**config.mk**
```make
export PLATFORM = sky130hd
export DESIGN_NAME = lli_div_cell
export DESIGN_NICKNAME = d
export VERILOG_FILES = /design/src/rtl/lli_pkg.sv /design/src/rtl/lli_div_cell.sv
export SDC_FILE = /design/constraint.sdc
export NUM_CORES = 1
export LEC_CHECK = 0
export BUFFER_PORTS_ARGS = -buffer_cell sky130_fd_sc_hd__buf_2
export CAP_MARGIN = 20
export CORE_AREA = 2 2 230 232
export DETAILED_ROUTE_END_ITERATION = 8
export DIE_AREA = 0 0 232 234
export PLACE_DENSITY_LB_ADDON = 0.15
export SLEW_MARGIN = 20
export SYNTH_ARGS = -nofsm -noshare
export SYNTH_HDL_FRONTEND = slang
export SYNTH_SLANG_ARGS = --single-unit
```
**constraint.sdc**
```tcl
create_clock -name clk -period 8.4 [get_ports clk]
set_clock_uncertainty 0.05 [all_clocks]
set_input_delay 0 -clock clk [delete_from_list [all_inputs] [get_ports clk]]
set_output_delay 0 -clock clk [all_outputs]
set_load 0.01 [all_outputs]
```
**src/rtl/lli_pkg.sv**
```systemverilog
`timescale 1ns / 1ps

package lli_pkg;

	localparam int OUT_WIDTH = 48;

	// sign and flag bits that ride along the divider row
	typedef struct packed {
		logic par;
		logic neg_x;
		logic neg_y;
	} lli_flags_t;

endpackage

```
**src/rtl/lli_div_cell.sv**
```systemverilog
`timescale 1ns / 1ps

module lli_div_cell import lli_pkg::*; #(
	parameter int DW = 43,
	parameter int NB = 80
) (
	input  logic            clk,
	input  logic            arst_n,
	input  logic            in_valid,
	output logic            in_ready,
	input  logic [DW-1:0]   in_rem_x,
	input  logic [NB-1:0]   in_dq_x,
	input  logic [DW-1:0]   in_rem_y,
	input  logic [NB-1:0]   in_dq_y,
	input  logic [DW-1:0]   in_den,
	input  lli_flags_t      in_flags,
	output logic            out_valid,
	input  logic            out_ready,
	output logic [DW-1:0]   out_rem_x,
	output logic [NB-1:0]   out_dq_x,
	output logic [DW-1:0]   out_rem_y,
	output logic [NB-1:0]   out_dq_y,
	output logic [DW-1:0]   out_den,
	output lli_flags_t      out_flags
);

	logic [DW:0] tx, ty, dx, dy;
	logic        gx, gy;

	assign in_ready = !out_valid || out_ready;

	// one restoring step: bring in the next dividend bit, subtract if it fits
	always_comb begin
		tx = {in_rem_x, in_dq_x[NB-1]};
		ty = {in_rem_y, in_dq_y[NB-1]};
		dx = tx - {1'b0, in_den};
		dy = ty - {1'b0, in_den};
		gx = tx >= {1'b0, in_den};
		gy = ty >= {1'b0, in_den};
	end

	always_ff @(posedge clk or negedge arst_n) begin
		if (!arst_n) begin
			out_valid <= 1'b0;
		end else if (in_ready) begin
			out_valid <= in_valid;
		end
	end

	always_ff @(posedge clk) begin
		if (in_ready && in_valid) begin
			out_rem_x <= gx ? dx[DW-1:0] : tx[DW-1:0];
			out_rem_y <= gy ? dy[DW-1:0] : ty[DW-1:0];
			out_dq_x  <= {in_dq_x[NB-2:0], gx};
			out_dq_y  <= {in_dq_y[NB-2:0], gy};
			out_den   <= in_den;
			out_flags <= in_flags;
		end
	end

endmodule

```
==> reports/metrics.cfg <==
[sta]
setup_violations = 0
finalSetupTns_ps = 0
clock.fmax_ghz = 0.229
fin_crit_ps = 4370
layout_setup_ws_ps = 4030
tightest_slew_ps = 1070
maxSlewViolCount = 0
slew_headroom_pct = 28.2
layout_worst_path_cycle_share_pct = 52.1
grt_setup_unrepaired = false
final_hold_viol_count = 0

[clocking]
cts_made_buffers = 36
cts.repair.resized = 0
cts.htree.levels = 2
post_cts_buffers = 0
clkLatencyLatePin_ps = 530
clockBufferDepth = 3
path_clk_slew_ps = 60
cts.sinks = 293
cts_tree = yes
root_buffer = clkbuf_16

[global_route]
grt_max_degree = 152
grt_pass1_wl_mm = 81.6
grtUsageTotal_pct = 20.4
antenna_found_initial = 12
grt_pass1_vias = 12900
grt_remaining_overflow = 0

[synth]
avgSynthCellArea_um2 = 13.0
syn_inst = 1157
yosysWarnings = 0
ys_types = 62
synth_enable_flop_cells = 292
yosysMostFrequentCell = edfxtp_1
async_reset_ff_share_pct = 0.341
synth_top_area_share_pct = 58.1
dominantRegCellSynth = edfxtp_1
synthTopCellsByArea = edfxtp_1 (58%), ha_1 (7.1%), mux2_4 (3.7%), a21oi_1 (3.0%), xnor2_1 (2.9%)
ys_top_cells_by_count = edfxtp_1 (292), a21oi_1 (89), ha_1 (86)
yosys.area.top_type = edfxtp_1
syn_area_um2 = 15100
syn_nets = 1541
synth_seq_area_share_pct = 58.3
ys_seq_elements = 293

[setup_path]
r2r_end = out_dq_y[79]$_DFFE_PP_
critPathArrivalTime_ps = 4600
crit_path_end_kind = flip-flop
r2r_cells = 4
cp-start-kind = input port
reg2reg_slack_ps = 5490
path_max_fanout = 32
path_class = in2reg
r2r_start = out_valid$_DFFE_PN0N_
crit_required_ps = 8630

[pwr]
power_frac_clock_pct = 34.3
seqPwrFrac_pct = 42.0
peakVddDrop_v = 0.000118
total_power_mw = 4.25
leakagePower_nw = 9.86
cellInternalPower_mw = 3.06
powerDensity_nw_per_um2 = 187
pwr-share-comb_pct = 23.7
p_switching_mw = 1.19
switching_share_pct = 28.0

[run]
drv_cap = 0

[floorplan]
die_w_um = 232
core-area_um2 = 52000
die_h_um = 234
io_pins = 590
start_util_pct = 29.0
rows = 84
die_area_um2 = 54300

[detailed_routing]
avgRoutedWirePerCell_um = 21.1
drt-pass1-iter-count = 5
routed_wl_mm = 58.2
drtIter0Drc = 559
drc = 0
ant_nets = 0
via_per_inst = 4.66
num_vias = 12900

[cells_and_area]
fin_util_pct = 43.7
design_area_um2 = 22700
syn_to_final_growth_pct = 50.8
nets = 2424
drive_gt1_share_pct = 34.9

[hold_path]
min_from = out_ready
hold_path_end = out_dq_y[66]$_DFFE_PP_
whs_path_depth = 3
hold_class = in2reg

[placement]
hpwl_mm = 45.3
place_area_um2 = 18700
gp_congestion = 0.863
place_ws_ps = 4030
portBuffers = 589

[outcome]
outcome = complete, no violations

sequential cells by signal (all words and copies together), names as in the netlist:
register and cells:
out_dq_x 80, out_dq_y 80, out_den 43, out_rem_x 43
out_rem_y 43, out_flags 3, out_valid 1
metrics by stage:
stage | hold WS, ps | instances
after floorplan | -346 | 1157
after global placement | -248 | 2396
after detailed placement | -249 | 2396
after CTS | 42.6 | 2754
after global routing | 73.7 | 2759
final | 97.6 | 2761
power by group through the flow:
stage	sequential [mW]	combinational, mW	clock (mW)
6_report	1.79	1.01	1.46
5_1_grt	1.79	1.10	1.56
4_1_cts	1.79	1.02	1.50
3_5_place_dp	1.81	0.896	0
3_3_place_gp	1.82	0.893	0
2_1_floorplan	1.89	0.500	0
cell type report:
class                      count  area (µm²)
inverter                      62         233
antenna                        7        17.5
fill                        4954       29300
clock inverter                14        77.6
clock buffer                  50         996
timing repair buffer         888        5940
sequential                   293        8790
tap                          688         861
multi-input combinational    759        5820
layer usage:
metal / up-vias / wire length (µm) / part of all wire [%] / GRT usage (%)
li1: 6169 / - / - / -
met1: 6189 / 22800 / 39 / 23.4
met2: 413 / 30000 / 52 / 37.1
met3: 94 / 3460 / 5.9 / 4.79
met4: 10 / 1900 / 3.3 / 6.99
met5: - / 67 / 0.12 / 0
placed cells by master (no fill, tap or decap), drive strengths merged, types with 5 or more instances in the layout:
cell,count
buf,594
dlygate4sd3,294
edfxtp,292
a21oi,90
ha,86
mux2,75
inv,62
nand2,57
nor2,53
a21o,52
xnor2,50
clkbuf,50
o21ai,47
xor2,28
nand4,27
o21bai,21
nand3,18
a31oi,17
nand2b,15
clkinv,14
nor3,12
a211oi,11
nor2b,9
o21a,9
diode,7
and2,7
and3,6
a41oi,6
o211ai,5
nor4,5
a21boi,5
worst max-delay path, cell delays in order:
cell	delay, ps
dlygate4sd3_1	520
buf_2	100
inv_1	40
ha_1	260
fa_1	420
nand2b_1	180
a21oi_1	320
o21ai_0	200
nor2b_1	230
o221ai_2	430
a21oi_2	150
o21bai_1	240
a21o_2	500
buf_4	620
mux2_4	350
worst max path at each step:
stage,endpoint,cells after the start,startpoint
4_1_cts,out_rem_y[9]$_DFFE_PP_,15,in_dq_y[79]
3_5_place_dp,out_rem_y[9]$_DFFE_PP_,14,in_dq_y[79]
5_1_grt,out_rem_y[8]$_DFFE_PP_,15,in_dq_y[79]
2_1_floorplan,out_den[0]$_DFFE_PP_,2,out_valid$_DFFE_PN0N_
6_report,out_rem_y[9]$_DFFE_PP_,15,in_dq_y[79]
3_3_place_gp,out_rem_y[9]$_DFFE_PP_,14,in_dq_y[79]
logic make-up (layout without fill, tap and decap cells):
kind of cell               count (synthesis)  in the layout  synth area share (%)
other                                      0              7                     0
DFF                                      293            293                  58.3
adders and majority gates                 88             88                  7.40
buffers and inverters                    105           1014                  3.14
AOI/OAI and AO/OA                        294            294                  12.7
muxes                                     79             79                  6.78
and+or+nand+nor                          220            220                  7.15
xor gates and xnor gates                  78             78                  4.53
repair_timing:
item | CTS | global route
hold endpoints to repair | 300 | 0
hold buffers | 294 | 0
endpoints found under the setup margin | 0 | 0
No activity file was read; power rests on OpenSTA's default activity.
